**config.mk**
```make
export PLATFORM = sky130hd
export DESIGN_NAME = go_back_n_sender_window_top_flat
export DESIGN_NICKNAME = d
export VERILOG_FILES = /design/src/rtl/core/gbn_pkg.sv /design/src/rtl/core/gbn_req_if.sv /design/src/rtl/core/gbn_rsp_if.sv /design/src/rtl/core/gbn_ram.sv /design/src/rtl/core/gbn_ctrl.sv /design/src/rtl/core/go_back_n_sender_window_top.sv /design/src/flat_wrapper.sv
export SDC_FILE = /design/constraint.sdc
export NUM_CORES = 1
export LEC_CHECK = 0
export ABC_CLOCK_PERIOD_IN_PS = 12800
export BUFFER_PORTS_ARGS = -buffer_cell sky130_fd_sc_hd__buf_2
export CAP_MARGIN = 20
export CORE_MARGIN = 2
export CORE_UTILIZATION = 60
export CTS_CLUSTER_DIAMETER = 40
export CTS_CLUSTER_SIZE = 16
export DETAILED_ROUTE_END_ITERATION = 8
export PLACE_DENSITY = 0.9
export SLEW_MARGIN = 0
export SYNTH_ARGS = -nofsm -noshare
export SYNTH_HDL_FRONTEND = slang
export SYNTH_SLANG_ARGS = --single-unit
```
**constraint.sdc**
```tcl
create_clock -name clk -period 12.8 [get_ports clk]
set_clock_uncertainty 0.15 [all_clocks]
set_input_delay 0.64 -clock clk [delete_from_list [all_inputs] [get_ports clk]]
set_output_delay 0.64 -clock clk [all_outputs]
set_load 0.05 [all_outputs]
```
**src/rtl/core/gbn_pkg.sv**
```systemverilog
// ---------------------------------------------------------------------------
// gbn_pkg
// shared constants, codes and default sizes of the go-back-n sender window
// ---------------------------------------------------------------------------
package gbn_pkg;

    // default sizes, overridable on the top level
    localparam int WINDOW_DEF       = 8;
    localparam int SEQ_BITS_DEF     = 16;
    localparam int PAYLOAD_BITS_DEF = 32;

    // timer duration field and register
    localparam int TICK_W = 16;
    localparam logic [TICK_W-1:0] TIMEOUT_TICKS_RST = 16'd20;

    // apb port geometry
    localparam int APB_DW = 32;
    localparam int ADDR_W = 3;
    localparam int REG_IDX_W = ADDR_W - 2;

    // register map, index = byte address / 4
    localparam logic [REG_IDX_W-1:0] REG_TIMEOUT_TICKS = '0;

    // request opcodes; the fourth code is unused and ignored
    localparam logic [1:0] OP_SEND    = 2'd0;
    localparam logic [1:0] OP_ACK     = 2'd1;
    localparam logic [1:0] OP_TIMEOUT = 2'd2;

    // timer commands
    typedef enum logic [1:0] {
        TMR_NONE    = 2'd0,
        TMR_START   = 2'd1,
        TMR_RESTART = 2'd2,
        TMR_STOP    = 2'd3
    } tmr_cmd_t;

endpackage

```
**src/rtl/core/gbn_req_if.sv**
```systemverilog
// ---------------------------------------------------------------------------
// gbn_req_if
// request channel: send, acknowledgement or timer expiry, valid/ready
// ---------------------------------------------------------------------------
interface gbn_req_if #(
    parameter int SEQ_BITS     = gbn_pkg::SEQ_BITS_DEF,
    parameter int PAYLOAD_BITS = gbn_pkg::PAYLOAD_BITS_DEF
);
    logic                    valid;
    logic                    ready;
    logic [1:0]              op;
    logic [PAYLOAD_BITS-1:0] payload;
    logic [SEQ_BITS-1:0]     ack_num;
    logic                    ack_checksum_ok;

    modport source (
        output valid, op, payload, ack_num, ack_checksum_ok,
        input  ready
    );

    modport sink (
        input  valid, op, payload, ack_num, ack_checksum_ok,
        output ready
    );
endinterface

```
**src/rtl/core/gbn_rsp_if.sv**
```systemverilog
// ---------------------------------------------------------------------------
// gbn_rsp_if
// result channel: packet to transmit plus timer command, valid/ready
// ---------------------------------------------------------------------------
interface gbn_rsp_if #(
    parameter int SEQ_BITS     = gbn_pkg::SEQ_BITS_DEF,
    parameter int PAYLOAD_BITS = gbn_pkg::PAYLOAD_BITS_DEF
);
    logic                      valid;
    logic                      ready;
    logic                      accepted;
    logic                      pkt_valid;
    logic [SEQ_BITS-1:0]       pkt_seq;
    logic [PAYLOAD_BITS-1:0]   pkt_payload;
    logic [1:0]                timer_cmd;
    logic [SEQ_BITS-1:0]       timer_seq;
    logic [gbn_pkg::TICK_W-1:0] timer_ticks;
    logic                      window_full;
    logic                      last;

    modport source (
        output valid, accepted, pkt_valid, pkt_seq, pkt_payload, timer_cmd,
               timer_seq, timer_ticks, window_full, last,
        input  ready
    );

    modport sink (
        input  valid, accepted, pkt_valid, pkt_seq, pkt_payload, timer_cmd,
               timer_seq, timer_ticks, window_full, last,
        output ready
    );
endinterface

```
**src/rtl/core/gbn_ram.sv**
```systemverilog
// ---------------------------------------------------------------------------
// gbn_ram
// generic simple dual-port ram, one write and one registered read port
// ---------------------------------------------------------------------------
module gbn_ram #(
    parameter int WIDTH = 32,
    parameter int DEPTH = 8
) (
    input  logic                                    clk,
    input  logic                                    we,
    input  logic [((DEPTH > 1) ? $clog2(DEPTH) : 1)-1:0] waddr,
    input  logic [WIDTH-1:0]                        wdata,
    input  logic                                    re,
    input  logic [((DEPTH > 1) ? $clog2(DEPTH) : 1)-1:0] raddr,
    output logic [WIDTH-1:0]                        rdata
);
    logic [WIDTH-1:0] mem [DEPTH];
    logic [WIDTH-1:0] rdata_reg;

    // write port
    always_ff @(posedge clk)
    begin
        if (we)
        begin
            mem[waddr] <= wdata;
        end
    end

    // registered read, holds while re is low
    always_ff @(posedge clk)
    begin
        if (re)
        begin
            rdata_reg <= mem[raddr];
        end
    end

    assign rdata = rdata_reg;
endmodule

```
**src/rtl/core/gbn_ctrl.sv**
```systemverilog
// ---------------------------------------------------------------------------
// gbn_ctrl
// window control: sequence state, payload store, replay walker, result stage
// ---------------------------------------------------------------------------
module gbn_ctrl #(
    parameter int WINDOW       = gbn_pkg::WINDOW_DEF,
    parameter int SEQ_BITS     = gbn_pkg::SEQ_BITS_DEF,
    parameter int PAYLOAD_BITS = gbn_pkg::PAYLOAD_BITS_DEF
) (
    input  logic                       clk,
    input  logic                       rst_n,
    gbn_req_if.sink                    req,
    gbn_rsp_if.source                  rsp,
    input  logic [gbn_pkg::TICK_W-1:0] timeout_ticks
);
    import gbn_pkg::*;

    localparam int SLOT_W = (WINDOW > 1) ? $clog2(WINDOW) : 1;
    localparam int SW1    = SLOT_W + 1;
    localparam int CNT_W  = $clog2(WINDOW + 1);
    localparam longint unsigned SEQ_SPACE = (64'd1 << SEQ_BITS) - 64'd1;
    localparam int EFF_WIN = (longint'(WINDOW) < SEQ_SPACE) ? WINDOW : int'(SEQ_SPACE);

    typedef enum logic {
        ST_IDLE,
        ST_REPLAY
    } state_t;

    typedef struct packed {
        logic                    accepted;
        logic                    pkt_valid;
        logic [SEQ_BITS-1:0]     pkt_seq;
        logic [PAYLOAD_BITS-1:0] pkt_payload;
        tmr_cmd_t                timer_cmd;
        logic [SEQ_BITS-1:0]     timer_seq;
        logic [TICK_W-1:0]       timer_ticks;
        logic                    window_full;
        logic                    last;
    } rsp_t;

    // ring slot advance, wraps at the window size
    function automatic logic [SLOT_W-1:0] slot_add(input logic [SLOT_W-1:0] slot,
                                                   input logic [CNT_W-1:0] cnt);
        logic [SW1-1:0] sum;
        sum = {1'b0, slot} + SW1'(cnt);
        if (sum >= SW1'(WINDOW))
        begin
            sum = sum - SW1'(WINDOW);
        end
        return sum[SLOT_W-1:0];
    endfunction

    state_t              state_reg;
    logic [SEQ_BITS-1:0] base_reg, base_next;
    logic [SEQ_BITS-1:0] next_seq_reg, next_seq_next;
    logic [CNT_W-1:0]    outstanding_reg, outstanding_next;
    logic [SLOT_W-1:0]   head_reg, head_next;

    logic [CNT_W-1:0]    rp_left_reg;
    logic                rp_first_reg;
    logic [SEQ_BITS-1:0] rp_seq_reg;
    logic [SLOT_W-1:0]   rp_slot_reg;

    logic out_valid_reg, skid_valid_reg;
    rsp_t out_data_reg, skid_data_reg;

    logic                    space, acc, push, start_rp, wr_ok, rp_push;
    logic [SEQ_BITS-1:0]     ack_ofs;
    logic [CNT_W-1:0]        ack_cnt, ack_left;
    rsp_t                    res_idle, res_rp, res;
    logic                    ram_we, ram_re;
    logic [SLOT_W-1:0]       ram_waddr, ram_raddr;
    logic [PAYLOAD_BITS-1:0] ram_rdata;

    // handshake
    assign space   = !skid_valid_reg;
    assign req.ready = (state_reg == ST_IDLE) && space;
    assign acc     = req.valid && req.ready;
    assign rp_push = (state_reg == ST_REPLAY) && space;
    assign push    = (acc && !start_rp) || rp_push;

    // single-word items: send, ack, empty timeout, unused opcode
    always_comb
    begin
        base_next        = base_reg;
        next_seq_next    = next_seq_reg;
        outstanding_next = outstanding_reg;
        head_next        = head_reg;
        start_rp         = 1'b0;
        wr_ok            = 1'b0;
        ram_waddr        = slot_add(head_reg, outstanding_reg);
        ack_ofs          = req.ack_num - base_reg;
        ack_cnt          = CNT_W'(ack_ofs) + CNT_W'(1);
        ack_left         = outstanding_reg - ack_cnt;
        res_idle         = '0;
        res_idle.timer_cmd = TMR_NONE;
        res_idle.last    = 1'b1;
        case (req.op)
            OP_SEND:
            begin
                if (outstanding_reg < CNT_W'(EFF_WIN))
                begin
                    wr_ok                = 1'b1;
                    outstanding_next     = outstanding_reg + CNT_W'(1);
                    next_seq_next        = next_seq_reg + SEQ_BITS'(1);
                    res_idle.accepted    = 1'b1;
                    res_idle.pkt_valid   = 1'b1;
                    res_idle.pkt_seq     = next_seq_reg;
                    res_idle.pkt_payload = req.payload;
                    if (outstanding_reg == '0)
                    begin
                        res_idle.timer_cmd   = TMR_START;
                        res_idle.timer_seq   = next_seq_reg;
                        res_idle.timer_ticks = timeout_ticks;
                    end
                end
            end
            OP_ACK:
            begin
                if (req.ack_checksum_ok && (outstanding_reg != '0) &&
                    (ack_ofs < SEQ_BITS'(outstanding_reg)))
                begin
                    base_next        = req.ack_num + SEQ_BITS'(1);
                    head_next        = slot_add(head_reg, ack_cnt);
                    outstanding_next = ack_left;
                    if (ack_left != '0)
                    begin
                        res_idle.timer_cmd   = TMR_RESTART;
                        res_idle.timer_seq   = base_next;
                        res_idle.timer_ticks = timeout_ticks;
                    end
                    else
                    begin
                        res_idle.timer_cmd = TMR_STOP;
                        res_idle.timer_seq = base_reg;
                    end
                end
            end
            OP_TIMEOUT:
            begin
                start_rp = (outstanding_reg != '0);
            end
            default:
            begin
                start_rp = 1'b0;
            end
        endcase
        res_idle.window_full = (outstanding_next >= CNT_W'(EFF_WIN));
    end

    // replayed packet, payload comes from the ram read register
    always_comb
    begin
        res_rp             = '0;
        res_rp.pkt_valid   = 1'b1;
        res_rp.pkt_seq     = rp_seq_reg;
        res_rp.pkt_payload = ram_rdata;
        res_rp.timer_cmd   = rp_first_reg ? TMR_RESTART : TMR_NONE;
        res_rp.timer_seq   = rp_first_reg ? rp_seq_reg : '0;
        res_rp.timer_ticks = rp_first_reg ? timeout_ticks : '0;
        res_rp.window_full = (outstanding_reg >= CNT_W'(EFF_WIN));
        res_rp.last        = (rp_left_reg == CNT_W'(1));
    end

    assign res = (state_reg == ST_REPLAY) ? res_rp : res_idle;

    // payload store; writes happen only in idle, reads on acceptance of a timeout and while replaying
    assign ram_we    = acc && wr_ok;
    assign ram_re    = (acc && start_rp) || (rp_push && (rp_left_reg != CNT_W'(1)));
    assign ram_raddr = (state_reg == ST_REPLAY) ? slot_add(rp_slot_reg, CNT_W'(1)) : head_reg;

    gbn_ram #(
        .WIDTH (PAYLOAD_BITS),
        .DEPTH (WINDOW)
    ) u_store (
        .clk   (clk),
        .we    (ram_we),
        .waddr (ram_waddr),
        .wdata (req.payload),
        .re    (ram_re),
        .raddr (ram_raddr),
        .rdata (ram_rdata)
    );

    // window state, replay sequencer and result valid flags
    always_ff @(posedge clk or negedge rst_n)
    begin
        if (!rst_n)
        begin
            state_reg       <= ST_IDLE;
            base_reg        <= SEQ_BITS'(1);
            next_seq_reg    <= SEQ_BITS'(1);
            outstanding_reg <= '0;
            head_reg        <= '0;
            rp_left_reg     <= '0;
            rp_first_reg    <= 1'b0;
            out_valid_reg   <= 1'b0;
            skid_valid_reg  <= 1'b0;
        end
        else
        begin
            if (acc)
            begin
                base_reg        <= base_next;
                next_seq_reg    <= next_seq_next;
                outstanding_reg <= outstanding_next;
                head_reg        <= head_next;
            end
            unique case (state_reg)
                ST_IDLE:
                begin
                    if (acc && start_rp)
                    begin
                        state_reg    <= ST_REPLAY;
                        rp_left_reg  <= outstanding_reg;
                        rp_first_reg <= 1'b1;
                    end
                end
                ST_REPLAY:
                begin
                    if (rp_push)
                    begin
                        rp_first_reg <= 1'b0;
                        rp_left_reg  <= rp_left_reg - CNT_W'(1);
                        if (rp_left_reg == CNT_W'(1))
                        begin
                            state_reg <= ST_IDLE;
                        end
                    end
                end
                default:
                begin
                    state_reg <= ST_IDLE;
                end
            endcase
            if (!out_valid_reg || rsp.ready)
            begin
                if (skid_valid_reg)
                begin
                    skid_valid_reg <= 1'b0;
                end
                else
                begin
                    out_valid_reg <= push;
                end
            end
            else if (push)
            begin
                skid_valid_reg <= 1'b1;
            end
        end
    end

    // result words and replay pointers
    always_ff @(posedge clk)
    begin
        if (acc && start_rp)
        begin
            rp_seq_reg  <= base_reg;
            rp_slot_reg <= head_reg;
        end
        else if (rp_push)
        begin
            rp_seq_reg  <= rp_seq_reg + SEQ_BITS'(1);
            rp_slot_reg <= slot_add(rp_slot_reg, CNT_W'(1));
        end
        if (!out_valid_reg || rsp.ready)
        begin
            out_data_reg <= skid_valid_reg ? skid_data_reg : res;
        end
        else if (push)
        begin
            skid_data_reg <= res;
        end
    end

    // result channel
    assign rsp.valid       = out_valid_reg;
    assign rsp.accepted    = out_data_reg.accepted;
    assign rsp.pkt_valid   = out_data_reg.pkt_valid;
    assign rsp.pkt_seq     = out_data_reg.pkt_seq;
    assign rsp.pkt_payload = out_data_reg.pkt_payload;
    assign rsp.timer_cmd   = out_data_reg.timer_cmd;
    assign rsp.timer_seq   = out_data_reg.timer_seq;
    assign rsp.timer_ticks = out_data_reg.timer_ticks;
    assign rsp.window_full = out_data_reg.window_full;
    assign rsp.last        = out_data_reg.last;
endmodule

```
**src/rtl/core/go_back_n_sender_window_top.sv**
```systemverilog
// ---------------------------------------------------------------------------
// go_back_n_sender_window_top
// go-back-n arq sender: window state, payload store and timer commands
// ---------------------------------------------------------------------------
// usage
//   req carries one word per item: send a payload, a cumulative ack, or a
//   retransmission timer expiry. rsp returns result words, each with the
//   packet to transmit (if any), a timer command and the window-full flag;
//   last marks the final word of an item.
//   sends, acks and empty timeouts give one registered word each, and are
//   taken at one per cycle while rsp drains.
//   a timeout with k packets outstanding replays them from the payload ram:
//   the first word passes the ram read register and then the output register,
//   then one per cycle while rsp drains; req is held off until all k are sent.
//   an output register plus a one-word skid buffer part the two sides, so a
//   stalled rsp holds its word and req stays ready until the skid word fills.
//   reset sets base and next sequence numbers to 1, empties the window and
//   loads timeout_ticks with 20; the payload ram is not cleared, since only
//   slots of outstanding packets are ever read.
//   timeout_ticks sits on the apb port at byte address 0.
// ---------------------------------------------------------------------------
module go_back_n_sender_window_top #(
    parameter int WINDOW       = gbn_pkg::WINDOW_DEF,
    parameter int SEQ_BITS     = gbn_pkg::SEQ_BITS_DEF,
    parameter int PAYLOAD_BITS = gbn_pkg::PAYLOAD_BITS_DEF
) (
    input  logic                       clk,
    input  logic                       rst_n,
    gbn_req_if.sink                    req,
    gbn_rsp_if.source                  rsp,
    input  logic                       psel,
    input  logic                       penable,
    input  logic                       pwrite,
    input  logic [gbn_pkg::ADDR_W-1:0] paddr,
    input  logic [gbn_pkg::APB_DW-1:0] pwdata,
    output logic [gbn_pkg::APB_DW-1:0] prdata,
    output logic                       pready
);
    import gbn_pkg::*;

    logic [TICK_W-1:0]    timeout_ticks_reg, timeout_ticks_next;
    logic [REG_IDX_W-1:0] reg_idx;
    logic                 apb_wr;

    // apb register decode
    assign pready  = 1'b1;
    assign reg_idx = paddr[ADDR_W-1:2];
    assign apb_wr  = psel && penable && pwrite && pready;

    always_comb
    begin
        timeout_ticks_next = timeout_ticks_reg;
        prdata             = '0;
        unique case (reg_idx)
            REG_TIMEOUT_TICKS:
            begin
                prdata = APB_DW'(timeout_ticks_reg);
                if (apb_wr)
                begin
                    timeout_ticks_next = pwdata[TICK_W-1:0];
                end
            end
            default:
            begin
                prdata = '0;
            end
        endcase
    end

    always_ff @(posedge clk or negedge rst_n)
    begin
        if (!rst_n)
        begin
            timeout_ticks_reg <= TIMEOUT_TICKS_RST;
        end
        else
        begin
            timeout_ticks_reg <= timeout_ticks_next;
        end
    end

    // window control
    gbn_ctrl #(
        .WINDOW       (WINDOW),
        .SEQ_BITS     (SEQ_BITS),
        .PAYLOAD_BITS (PAYLOAD_BITS)
    ) u_ctrl (
        .clk           (clk),
        .rst_n         (rst_n),
        .req           (req),
        .rsp           (rsp),
        .timeout_ticks (timeout_ticks_reg)
    );

`ifndef NO_ASSERTIONS
    // a register write lands in timeout_ticks
    a_cfg_write: assert property (@(posedge clk) disable iff (!rst_n)
        (apb_wr && (reg_idx == REG_TIMEOUT_TICKS))
            |=> (timeout_ticks_reg == $past(pwdata[TICK_W-1:0])))
        else $error("timeout_ticks write lost");

    // an accepted send is a single word carrying its packet
    a_send_word: assert property (@(posedge clk) disable iff (!rst_n)
        (rsp.valid && rsp.accepted) |-> (rsp.pkt_valid && rsp.last))
        else $error("accepted send without packet or last");

    // only replays give several words, and each carries a packet
    a_multi_word: assert property (@(posedge clk) disable iff (!rst_n)
        (rsp.valid && !rsp.last) |-> (rsp.pkt_valid && !rsp.accepted))
        else $error("non-final word is not a replayed packet");

    // durations go out only with start and restart commands
    a_ticks_zero: assert property (@(posedge clk) disable iff (!rst_n)
        (rsp.valid && (rsp.timer_cmd == TMR_NONE || rsp.timer_cmd == TMR_STOP))
            |-> (rsp.timer_ticks == '0))
        else $error("timer ticks without a start command");
`endif
endmodule
```
**src/flat_wrapper.sv**
```systemverilog
// flat-port wrapper written by rule: the top's interface ports become plain ports
module go_back_n_sender_window_top_flat import gbn_pkg::*;
#(
    parameter int WINDOW       = gbn_pkg::WINDOW_DEF,
    parameter int SEQ_BITS     = gbn_pkg::SEQ_BITS_DEF,
    parameter int PAYLOAD_BITS = gbn_pkg::PAYLOAD_BITS_DEF
)
  (clk, rst_n, psel, penable, pwrite, paddr, pwdata, prdata, pready, req_valid, req_op, req_payload, req_ack_num, req_ack_checksum_ok, req_ready, rsp_valid, rsp_accepted, rsp_pkt_valid, rsp_pkt_seq, rsp_pkt_payload, rsp_timer_cmd, rsp_timer_seq, rsp_timer_ticks, rsp_window_full, rsp_last, rsp_ready);
  gbn_req_if #(.SEQ_BITS(SEQ_BITS), .PAYLOAD_BITS(PAYLOAD_BITS)) req_i ();
  gbn_rsp_if #(.SEQ_BITS(SEQ_BITS), .PAYLOAD_BITS(PAYLOAD_BITS)) rsp_i ();
  input  logic clk;
  input  logic rst_n;
  input  logic psel;
  input  logic penable;
  input  logic pwrite;
  input  logic [gbn_pkg::ADDR_W-1:0] paddr;
  input  logic [gbn_pkg::APB_DW-1:0] pwdata;
  output logic [gbn_pkg::APB_DW-1:0] prdata;
  output logic pready;
  input wire logic [$bits(req_i.valid)-1:0] req_valid;
  input wire logic [$bits(req_i.op)-1:0] req_op;
  input wire logic [$bits(req_i.payload)-1:0] req_payload;
  input wire logic [$bits(req_i.ack_num)-1:0] req_ack_num;
  input wire logic [$bits(req_i.ack_checksum_ok)-1:0] req_ack_checksum_ok;
  output wire logic [$bits(req_i.ready)-1:0] req_ready;
  output wire logic [$bits(rsp_i.valid)-1:0] rsp_valid;
  output wire logic [$bits(rsp_i.accepted)-1:0] rsp_accepted;
  output wire logic [$bits(rsp_i.pkt_valid)-1:0] rsp_pkt_valid;
  output wire logic [$bits(rsp_i.pkt_seq)-1:0] rsp_pkt_seq;
  output wire logic [$bits(rsp_i.pkt_payload)-1:0] rsp_pkt_payload;
  output wire logic [$bits(rsp_i.timer_cmd)-1:0] rsp_timer_cmd;
  output wire logic [$bits(rsp_i.timer_seq)-1:0] rsp_timer_seq;
  output wire logic [$bits(rsp_i.timer_ticks)-1:0] rsp_timer_ticks;
  output wire logic [$bits(rsp_i.window_full)-1:0] rsp_window_full;
  output wire logic [$bits(rsp_i.last)-1:0] rsp_last;
  input wire logic [$bits(rsp_i.ready)-1:0] rsp_ready;
  assign req_i.valid = req_valid;
  assign req_i.op = req_op;
  assign req_i.payload = req_payload;
  assign req_i.ack_num = req_ack_num;
  assign req_i.ack_checksum_ok = req_ack_checksum_ok;
  assign req_ready = req_i.ready;
  assign rsp_valid = rsp_i.valid;
  assign rsp_accepted = rsp_i.accepted;
  assign rsp_pkt_valid = rsp_i.pkt_valid;
  assign rsp_pkt_seq = rsp_i.pkt_seq;
  assign rsp_pkt_payload = rsp_i.pkt_payload;
  assign rsp_timer_cmd = rsp_i.timer_cmd;
  assign rsp_timer_seq = rsp_i.timer_seq;
  assign rsp_timer_ticks = rsp_i.timer_ticks;
  assign rsp_window_full = rsp_i.window_full;
  assign rsp_last = rsp_i.last;
  assign rsp_i.ready = rsp_ready;
  go_back_n_sender_window_top #(.WINDOW(WINDOW), .SEQ_BITS(SEQ_BITS), .PAYLOAD_BITS(PAYLOAD_BITS)) u_core (.clk(clk), .rst_n(rst_n), .req(req_i), .rsp(rsp_i), .psel(psel), .penable(penable), .pwrite(pwrite), .paddr(paddr), .pwdata(pwdata), .prdata(prdata), .pready(pready));
endmodule
```
==> flow_metrics.tcl, run 1 <==
set metrics [dict create \
    synth-seq-cells 542 \
    first_pass_iters 5 \
    yosysWarnings 0 \
    final_nets 1874 \
    grt-ovfl-total 0 \
    wl_per_cell_um 25.5 \
    status "finished, final reports clean" \
    wirelength_mm 59.1 \
    h-tree-depth 2 \
    reg2reg_from "u_core.u_ctrl.base_reg[0]$_DFFE_PN1P_" \
    worst-endpoint-required_ns 12.98 \
    pwr-share-clk 0.304 \
    row_count 73 \
    clkTransAtPathRegs_ns 0.06 \
    avgSynthCellArea_um2 15.4 \
    dieWidth_um 205 \
    dp_hpwl_mm 34.4 \
    grt_pass1_wl_mm 88.5 \
    p_sw_frac 0.320 \
    fin_crit_ns 5.39 \
    clock_path_buffers 3 \
    sequentialPowerShare 0.419 \
    start_util 0.608 \
    first_iter_violations 1574 \
    rsz0062_at_grt "false" \
    cp-startpoint "u_core.u_ctrl.base_reg[0]$_DFFE_PN1P_" \
    synth.distinct_cells 75 \
    port_buffers 178 \
    report.final.hold_viol_count 0 \
    crit_chain "ha_1, inv_1, fa_1, xnor2_1, xor2_1, ha_1, xor2_1, and3_1, or3b_1, mux2i_4, nor4_2, a2111oi_4, nor2_1" \
    track_usage 0.283 \
    p_per_area_nw_per_um2 206 \
    p_int_uw 3870 \
    fp.dieH_um 205 \
    synth-edff-count 479 \
    num_io_pins 214 \
    insertion_delay_ns 0.64 \
    synthArstFlopShare 0.116 \
    drive_gt1_frac 0.303 \
    critPathCaptureType "flip-flop" \
    num_vias 15000 \
    path_buf_inv 1 \
    gp_congestion 0.853 \
    ctsHoldBuffers 0 \
    fillers 2395 \
    yosysMostFrequentCell "edfxtp_1" \
    synth_top_area_share 0.596 \
    max_freq_mhz 186 \
    vias_per_cell 6.49 \
    core_um2 39700 \
    dieArea_um2 41900 \
    seq_area_frac_synth 0.661 \
    leakage_uw 0.0101 \
    cts_resized 0 \
    final.setup.tns_ns 0 \
    area_growth_syn_to_layout_pct 14.5 \
    cts_setup_buffers 0 \
    finalSetupViolCount 0 \
    worst_pin_slew_ns 1.14 \
    hp-class "in2async" \
    p_switching_uw 1820 \
    synthFlopType "edfxtp_1" \
    ant_nets 0 \
    ir_drop_v 0.000198 \
    startpoint_type "flip-flop" \
    critical_path.slowest_cell "a2111oi_4" \
    arrival_ns 5.57 \
    final_core_util 0.696 \
    grt_pass1_vias 15000 \
    largest_reg_flops 256 \
    synth_top_area_cell "edfxtp_1" \
    synthTopCellsByArea "edfxtp_1, dfrtp_1, mux4_2, mux2_2, a22o_1" \
    synth_area_um2 24100 \
    cp_max_fo 18 \
    finalCritPeriodShare 0.421 \
    cts_sinks 542 \
    slew_viol_final 0 \
    pwr-share-comb 0.277 \
    drc 0 \
    antenna_found_initial 8 \
    syn_inst 1563 \
    numCtsBuffers 59 \
    synth_common_cells "edfxtp_1, mux2_2, nand2_1" \
    drv_cap 0 \
    slowest_delay_ns 1.03 \
    relSlewSlack 0.239 \
    worst_path_dominant_cell_family "compound AO/OA/AOI/OAI gates" \
    cts_tree "done" \
    grt_max_degree 76 \
    crit_type "reg2reg" \
    cts_root_buf "clkbuf_16" \
]
[metal layers]
| layer | global-route usage | vias up | part of all wire |
|---|---|---|---|
| met5 | 0 | - | 0.00046 |
| met3 | 0.0619 | 155 | 0.083 |
| li1 | - | 6401 | - |
| met4 | 0.119 | 4 | 0.038 |
| met1 | 0.363 | 7572 | 0.38 |
| met2 | 0.471 | 916 | 0.50 |
[kinds of logic (layout without fill, tap and decap cells)]
group                    count (synthesis)  count (layout)  share of synthesized area
AO/OA/AOI/OAI                          219             219                     0.0651
multiplexers                           226             226                      0.136
buffers and inverters                  135             345                     0.0247
AND/OR/NAND/NOR                        344             344                     0.0709
XOR/XNOR                                58              58                     0.0217
adder cells (fa/ha/maj)                 37              37                     0.0204
flip-flops                             542             542                      0.661
other                                    2              23                   0.000311
[final cells by class]
cell class / count / area [um^2] / share of cell area
sequential: 542 / 16000 / 0.578
multi-input combinational: 901 / 7740 / 0.280
inverter: 35 / 131 / 0.00475
clock inverter: 41 / 508 / 0.0184
timing repair buffer: 205 / 1110 / 0.0403
tap: 525 / 657 / 0.0238
antenna: 6 / 15.0 / 0.000543
clock buffer: 64 / 1510 / 0.0545
[final timing paths]
kind	endpoint	slack [ns]	depth (start not counted)
worst max-delay path	u_core.u_ctrl.rsp.timer_ticks[3]$_DFFE_PN_	7.41	13
worst min-delay path	u_core.u_ctrl.base_reg[15]$_DFFE_PN0P_	0.09	2
worst max register to register	u_core.u_ctrl.rsp.timer_ticks[3]$_DFFE_PN_	7.41	13
worst min register to register	u_core.u_ctrl.rp_first_reg$_DFFE_PN0P_	0.35	2
max in group asynchronous	u_core.u_ctrl.skid_valid_reg$_DFFE_PN0P_	11.75	2
min in group clk	u_core.timeout_ticks_reg[12]$_DFFE_PN0P_	0.10	2
[worst reg2reg max path, stage by stage, from the launching register on]
cell and delay [ns]:
dfstp_2 0.55, ha_1 0.17, inv_1 0.05, fa_1 0.40, xnor2_1 0.35, xor2_1 0.33
ha_1 0.32, xor2_1 0.18, and3_1 0.20, or3b_1 0.40, mux2i_4 0.62, nor4_2 0.21
a2111oi_4 1.03, nor2_1 0.14
[power groups by stage]
stage | sequential (uW) | combinational [uW] | clock [uW]
6_report | 2380 | 1580 | 1730
5_1_grt | 2400 | 1670 | 1810
2_1_floorplan | 2560 | 978 | 0
3_5_place_dp | 2410 | 1530 | 0
3_3_place_gp | 2390 | 1480 | 0
4_1_cts | 2380 | 1570 | 1750
[cell usage in the layout (no fill, tap or decap), drive strengths merged, types with 24 or more instances in the layout]
| cell | Yosys | layout |
|---|---|---|
| nand2 | 112 | 112 |
| a21oi | 37 | 37 |
| nand4 | 26 | 26 |
| o21ai | 50 | 50 |
| a22o | 49 | 49 |
| edfxtp | 479 | 479 |
| nor2 | 62 | 62 |
| nor2b | 25 | 25 |
| buf | 35 | 205 |
| dfrtp | 59 | 59 |
| mux2i | 31 | 31 |
| mux2 | 131 | 131 |
| xor2 | 24 | 24 |
| ha | 33 | 33 |
| xnor2 | 34 | 34 |
| inv | 35 | 45 |
| clkbuf | 65 | 64 |
| mux4 | 64 | 64 |
| nand3 | 52 | 52 |
[per-stage QoR]
| step | cell area, um^2 | power (uW) | hold slack, ns | setup slack [ns] | std cells |
|---|---|---|---|---|---|
| 2_1_floorplan | 24200 | 3540 | 0.194 | 3.05 | 1578 |
| 3_3_place_gp | 25600 | 3870 | 0.329 | 7.23 | 2207 |
| 3_5_place_dp | 25600 | 3940 | 0.335 | 7.13 | 2207 |
| 4_1_cts | 27600 | 5700 | 0.0686 | 7.45 | 2312 |
| 5_1_grt | 27600 | 5880 | 0.0739 | 7.16 | 2316 |
| 6_report | 27600 | 5690 | 0.0919 | 7.41 | 2319 |
No activity file was read; power rests on OpenSTA's default activity.
==> run 2, diff against run 1 <==
--- a/config.mk
+++ b/config.mk
@@ -5,15 +5,15 @@
 export SDC_FILE = /design/constraint.sdc
 export NUM_CORES = 1
 export LEC_CHECK = 0
-export ABC_CLOCK_PERIOD_IN_PS = 12800
+export ABC_CLOCK_PERIOD_IN_PS = 4500
 export BUFFER_PORTS_ARGS = -buffer_cell sky130_fd_sc_hd__buf_2
 export CAP_MARGIN = 20
 export CORE_MARGIN = 2
-export CORE_UTILIZATION = 60
+export CORE_UTILIZATION = 54
 export CTS_CLUSTER_DIAMETER = 40
 export CTS_CLUSTER_SIZE = 16
 export DETAILED_ROUTE_END_ITERATION = 8
-export PLACE_DENSITY = 0.9
+export PLACE_DENSITY = 0.86
 export SLEW_MARGIN = 0
 export SYNTH_ARGS = -nofsm -noshare
 export SYNTH_HDL_FRONTEND = slang
==> constraint.sdc (replaced) <==
create_clock -name clk -period 4.5 [get_ports clk]
set_clock_uncertainty 0.15 [all_clocks]
set_input_delay 0.225 -clock clk [delete_from_list [all_inputs] [get_ports clk]]
set_output_delay 0.225 -clock clk [all_outputs]
set_load 0.05 [all_outputs]
==> flow_metrics.tcl, run 2 (synthesis results as in run 1) <==
set metrics [dict create \
    p_per_area_nw_per_um2 571 \
    antenna_found_initial 1 \
    wirelength_mm 61.7 \
    worst-endpoint-required_ns 4.67 \
    max_freq_mhz 228 \
    critical_path.slowest_cell "fa_2" \
    gp_congestion 0.862 \
    dieArea_um2 46400 \
    p_switching_uw 5300 \
    area_growth_syn_to_layout_pct 19.8 \
    pwr-share-comb 0.280 \
    fp.dieH_um 215 \
    ant_nets 0 \
    p_sw_frac 0.321 \
    final.setup.tns_ns 0 \
    cts_sinks 542 \
    largest_reg_flops 256 \
    dp_hpwl_mm 34.5 \
    grt_max_degree 84 \
    num_io_pins 214 \
    reg2reg_from "u_core.u_ctrl.base_reg[0]$_DFFE_PN1P_" \
    drv_cap 0 \
    report.final.hold_viol_count 0 \
    cts_tree "done" \
    dp_slack_ns 0.0145 \
    place_inst 2281 \
    h-tree-depth 2 \
    first_pass_iters 6 \
    path_buf_inv 3 \
    pwr-share-clk 0.311 \
    insertion_delay_ns 0.66 \
    path_common_cell "buf_12" \
    final_nets 1974 \
    finalCritPeriodShare 0.975 \
    relSlewSlack 0.241 \
    start_util 0.547 \
    drc 0 \
    fin_ws_ns 0.113 \
    hp-class "in2async" \
    fillers 2911 \
    row_count 77 \
    cp-startpoint "u_core.u_ctrl.base_reg[0]$_DFFE_PN1P_" \
    worst_path_dominant_cell_family "adder cells" \
    slowest_delay_ns 0.59 \
    crit_type "reg2reg" \
    dieWidth_um 215 \
    final_cell_mix "edfxtp_1, buf_2, mux2_2" \
    worst_pin_slew_ns 1.13 \
    track_usage 0.262 \
    num_vias 15500 \
    critPathCaptureType "flip-flop" \
    port_buffers 178 \
    wl_per_cell_um 24.8 \
    grt_pass1_wl_mm 93.0 \
    clkTransAtPathRegs_ns 0.06 \
    finalSetupViolCount 0 \
    final_common_cell "edfxtp_1" \
    arrival_ns 4.55 \
    first_iter_violations 1907 \
    seq_area_um2 16000 \
    clock_path_buffers 3 \
    grt_pass1_vias 15600 \
    numCtsBuffers 61 \
    p_int_uw 11200 \
    sequentialPowerShare 0.410 \
    startpoint_type "flip-flop" \
    multi_input_area_um2 7790 \
    slew_viol_final 0 \
    leakage_uw 0.0106 \
    crit_chain "ha_1, inv_1, fa_2, ha_4, fa_1, xor2_1, and3_1, or3b_1, mux2i_4, buf_12, buf_12, mux2_2, nand4_1, a31oi_1" \
    status "finished, final reports clean" \
    drive_gt1_frac 0.302 \
    vias_per_cell 6.25 \
    cts_root_buf "clkbuf_16" \
    ir_drop_v 0.000439 \
    core_um2 44100 \
    fin_crit_ns 4.39 \
    instances_no_fill 2485 \
    power.total_uw 16500 \
    grt-ovfl-total 0 \
    cp_max_fo 7 \
]
run 2: cell count changes in the layout (fill, tap and decap cells not counted), moves of 4 or more:
cell           change
dlygate4sd3_1     +76
buf_4             +10
buf_12            +10
clkinv_4           -5
nor3_2             -4
inv_8              +4
diode_2            -5
inv_6              +6
run 2: stage by stage:
stage / area [um^2] / hold slack [ns] / utilization
after floorplan: 24200 / -0.221 / -
after global placement: 25800 / 0.135 / 0.585
after detailed placement: 25800 / 0.147 / 0.585
after CTS: 28700 / 0.00576 / 0.651
after global routing: 28900 / 0.0160 / 0.656
final: 28900 / 0.0144 / 0.656
run 2: routing by layer:
metal	share of wire	wire length (um)	up-vias	GRT usage
li1	-	-	6610	-
met1	0.38	23600	7886	0.338
met2	0.51	31600	899	0.450
met3	0.076	4710	148	0.0426
met4	0.030	1850	0	0.101
met5	0	0	-	0
run 2: final timing paths:
kind / to / slack (ns) / cells past startpoint
max: u_core.u_ctrl.rsp.timer_seq[9]$_DFFE_PN_ / 0.11 / 14
min: u_core.u_ctrl.base_reg[15]$_DFFE_PN0P_ / 0.01 / 2
max reg2reg: u_core.u_ctrl.rsp.timer_seq[9]$_DFFE_PN_ / 0.11 / 14
min reg2reg: u_core.u_ctrl.next_seq_reg[15]$_DFFE_PN0P_ / 0.35 / 1
max in group asynchronous: u_core.timeout_ticks_reg[4]$_DFFE_PN1P_ / 3.14 / 3
min in group clk: u_core.u_ctrl.base_reg[11]$_DFFE_PN0P_ / 0.03 / 4
run 2: worst register-to-register path, stage by stage, from the launching register on:
cell     delay [ns]
dfstp_2        0.54
ha_1           0.18
inv_1          0.06
fa_2           0.59
ha_4           0.24
fa_1           0.43
xor2_1         0.17
and3_1         0.21
or3b_1         0.39
mux2i_4        0.19
buf_12         0.15
buf_12         0.13
mux2_2         0.34
nand4_1        0.17
a31oi_1        0.12
run 2: repair_timing:
| action | CTS | global route |
|---|---|---|
| endpoints found under the hold margin | 361 | 1 |
| gates resized for setup | 2 | 5 |
| setup buffers | 1 | 11 |
| gates cloned | 0 | 1 |
| endpoints found under the setup margin | 5 | 54 |
| pin swaps | 0 | 1 |
| hold buffers | 74 | 2 |
run 2: layout make-up:
cell class,count,area share
Inverter,35,0.00454
Antenna cell,1,0.0000865
Clock inverter,45,0.0196
Timing Repair Buffer,303,0.0751
Clock buffer,66,0.0538
Tap cell,592,0.0256
Multi-Input combinational cell,901,0.269
Sequential cell,542,0.552
run 2: power groups by stage:
stage                     sequential (uW)  clock [uW]  combinational (uW)
after floorplan                      7270           0                2790
after global placement               6820           0                4240
after detailed placement             6840           0                4370
after CTS                            6750        5150                4540
after global routing                 6820        5380                4900
final                                6770        5140                4620
==> run 3, diff against run 2 <==
--- a/config.mk
+++ b/config.mk
@@ -5,6 +5,7 @@
 export SDC_FILE = /design/constraint.sdc
 export NUM_CORES = 1
 export LEC_CHECK = 0
+export ABC_AREA = 1
 export ABC_CLOCK_PERIOD_IN_PS = 4500
 export BUFFER_PORTS_ARGS = -buffer_cell sky130_fd_sc_hd__buf_2
 export CAP_MARGIN = 20
==> flow_metrics.tcl, run 3 <==
set metrics [dict create \
    final_common_cell "nand2_1" \
    wl_per_cell_um 20.3 \
    port_buffers 178 \
    first_iter_violations 2291 \
    dp_hpwl_mm 37.1 \
    worst-endpoint-required_ns 4.69 \
    arrival_ns 4.37 \
    slowest_delay_ns 0.56 \
    seq_area_frac_synth 0.660 \
    cts_sinks 542 \
    grt_util_met3 0.0464 \
    rsz0062_at_grt "false" \
    synth_top_area_cell "edfxtp_1" \
    cts_tree "done" \
    final_cell_mix "nand2_1, edfxtp_1, nor2_1" \
    h-tree-depth 2 \
    startpoint_type "flip-flop" \
    largest_reg_flops 256 \
    track_usage 0.267 \
    final_nets 2610 \
    start_util 0.547 \
    syn_inst 2242 \
    slew_viol_final 0 \
    crit_chain "ha_1, inv_1, fa_1, ha_1, xnor2_2, ha_1, nand2_1, nor2_1, nor2_1, or2_2, nand3_4, nand3_4, nand4_1, nand2_2, nand2_4, nand2_8, nand3_1, nand2_1" \
    dieArea_um2 46500 \
    final.setup.tns_ns 0 \
    drv_cap 0 \
    numCtsBuffers 57 \
    vias_per_cell 5.82 \
    critPathCaptureType "flip-flop" \
    wirelength_mm 63.2 \
    grt_util_met1 0.345 \
    insertion_delay_ns 0.64 \
    whs_ns 0.0936 \
    relSlewSlack 0.272 \
    synthArstFlopShare 0.116 \
    n_antenna_cell 0 \
    report.final.hold_viol_count 0 \
    dieWidth_um 216 \
    area_growth_syn_to_layout_pct 18.1 \
    path_buf_inv 1 \
    worst_pin_slew_ns 1.09 \
    synth-seq-cells 542 \
    ir_drop_v 0.000646 \
    path_common_cell "ha_1" \
    crit_type "reg2reg" \
    final_core_util 0.646 \
    grt_pass1_wl_mm 97.0 \
    p_per_area_nw_per_um2 710 \
    fp.dieH_um 216 \
    hp-class "in2reg" \
    first_pass_iters 5 \
    status "finished, final reports clean" \
    gp_congestion 0.907 \
    synth_common_cells "nand2_1, edfxtp_1, nor2_1" \
    avgSynthCellArea_um2 10.8 \
    synth-edff-count 479 \
    ant_nets 0 \
    synthFlopType "edfxtp_1" \
    critical_path.slowest_cell "dfstp_2" \
    yosysWarnings 0 \
    leakage_uw 0.0115 \
    clock_path_buffers 3 \
    grt-ovfl-total 0 \
    grt.met2_usage 0.448 \
    num_vias 18200 \
    drc 0 \
    finalSetupViolCount 0 \
    grt-busiest-layer "met2" \
    antenna_found_initial 2 \
    synth_area_um2 24200 \
    cts_root_buf "clkbuf_16" \
    yosysMostFrequentCell "nand2_1" \
    synthTopCellsByArea "edfxtp_1, nand2_1, dfrtp_1, nor2_1, o21ai_0" \
    synth.distinct_cells 51 \
    worst_path_dominant_cell_family "simple AND/OR/NAND/NOR gates" \
    grt_pass1_vias 17700 \
    finalCritPeriodShare 0.928 \
    row_count 77 \
    num_io_pins 214 \
    core_um2 44200 \
    fin_crit_ns 4.18 \
    drive_gt1_frac 0.149 \
    clkTransAtPathRegs_ns 0.07 \
    grt_max_degree 129 \
    synth_top_area_share 0.594 \
    cp_max_fo 17 \
    max_freq_mhz 239 \
]
run 3: changes by cell type after synthesis, sizes merged, moves of 22 or more:
cell,delta
a31oi,+24
mux2i,-31
inv,+104
o21ai,+162
mux4,-64
nand3,+30
nand2,+392
a21oi,+22
xnor2,-23
mux2,-129
o22ai,+41
nor2b,-25
nor2,+265
run 3: final timing paths:
| check | from | to | slack, ns | cells after the start |
|---|---|---|---|---|
| min in group asynchronous | rst_n | u_core.u_ctrl.base_reg[7]$_DFFE_PN0P_ | 0.37 | 3 |
| min | pwrite | u_core.timeout_ticks_reg[2]$_DFFE_PN1P_ | 0.09 | 4 |
| max reg2reg | u_core.u_ctrl.base_reg[0]$_DFFE_PN1P_ | u_core.u_ctrl.rsp.timer_ticks[3]$_DFFE_PN_ | 0.32 | 18 |
| max | u_core.u_ctrl.base_reg[0]$_DFFE_PN1P_ | u_core.u_ctrl.rsp.timer_ticks[3]$_DFFE_PN_ | 0.32 | 18 |
| min reg2reg | u_core.u_ctrl.skid_data_reg[68]$_DFFE_PP_ | u_core.u_ctrl.rsp.pkt_seq[0]$_DFFE_PN_ | 0.33 | 2 |
| max in group asynchronous | rst_n | u_core.u_ctrl.base_reg[0]$_DFFE_PN1P_ | 2.92 | 5 |
run 3: where the power goes:
part | switching (uW) | total, uW | internal [uW]
clock | 2140 | 5110 | 2970
sequential | 503 | 7580 | 7070
combinational | 5580 | 7590 | 2010
total | 8220 | 20300 | 12100
run 3: metal layers:
layer,up-vias,part of all wire
li1,8182,-
met1,8683,0.38
met2,1125,0.49
met3,176,0.091
met4,4,0.034
met5,-,0.00047
run 3: cell type report:
| cell class | instances | area (um^2) |
|---|---|---|
| clock buffers | 63 | 1470 |
| well taps | 592 | 741 |
| inverters | 144 | 542 |
| multi-input cells | 1450 | 7290 |
| fillers | 3122 | 15600 |
| flip-flops and latches | 542 | 16000 |
| repair buffers | 285 | 1960 |
| clock inverters | 44 | 608 |
run 3: logic make-up after synthesis:
| family | count (synthesis) | share of synthesized area |
|---|---|---|
| adders and majority gates | 37 | 0.0204 |
| DFF | 542 | 0.660 |
| other | 2 | 0.000310 |
| xor gates and xnor gates | 46 | 0.0166 |
| AOI/OAI and AO/OA | 392 | 0.0915 |
| and+or+nand+nor | 956 | 0.165 |
| buffers and inverters | 265 | 0.0458 |
| muxes | 2 | 0.000931 |
run 3: what timing repair did:
action	4_1_cts	5_1_grt
setup buffers	0	0
endpoints found under the hold margin	381	6
endpoints found under the setup margin	0	16
hold buffers	72	1
resized for setup	0	2
run 3: tightest hold or removal path, cell delays in order:
cell,delay [ns]
buf_2,0.10
nand4_1,0.09
buf_4,0.33
a21oi_1,0.12
run 3: metrics by stage:
step	total power, uW	cell area (um^2)	setup slack, ns	std cells
6_report	20300	28600	0.322	3120
5_1_grt	21200	28600	0.0523	3120
4_1_cts	20100	28500	0.289	3117
3_5_place_dp	14900	25700	0.341	2938
3_3_place_gp	14500	25700	0.448	2938
2_1_floorplan	12800	24300	0.118	2257
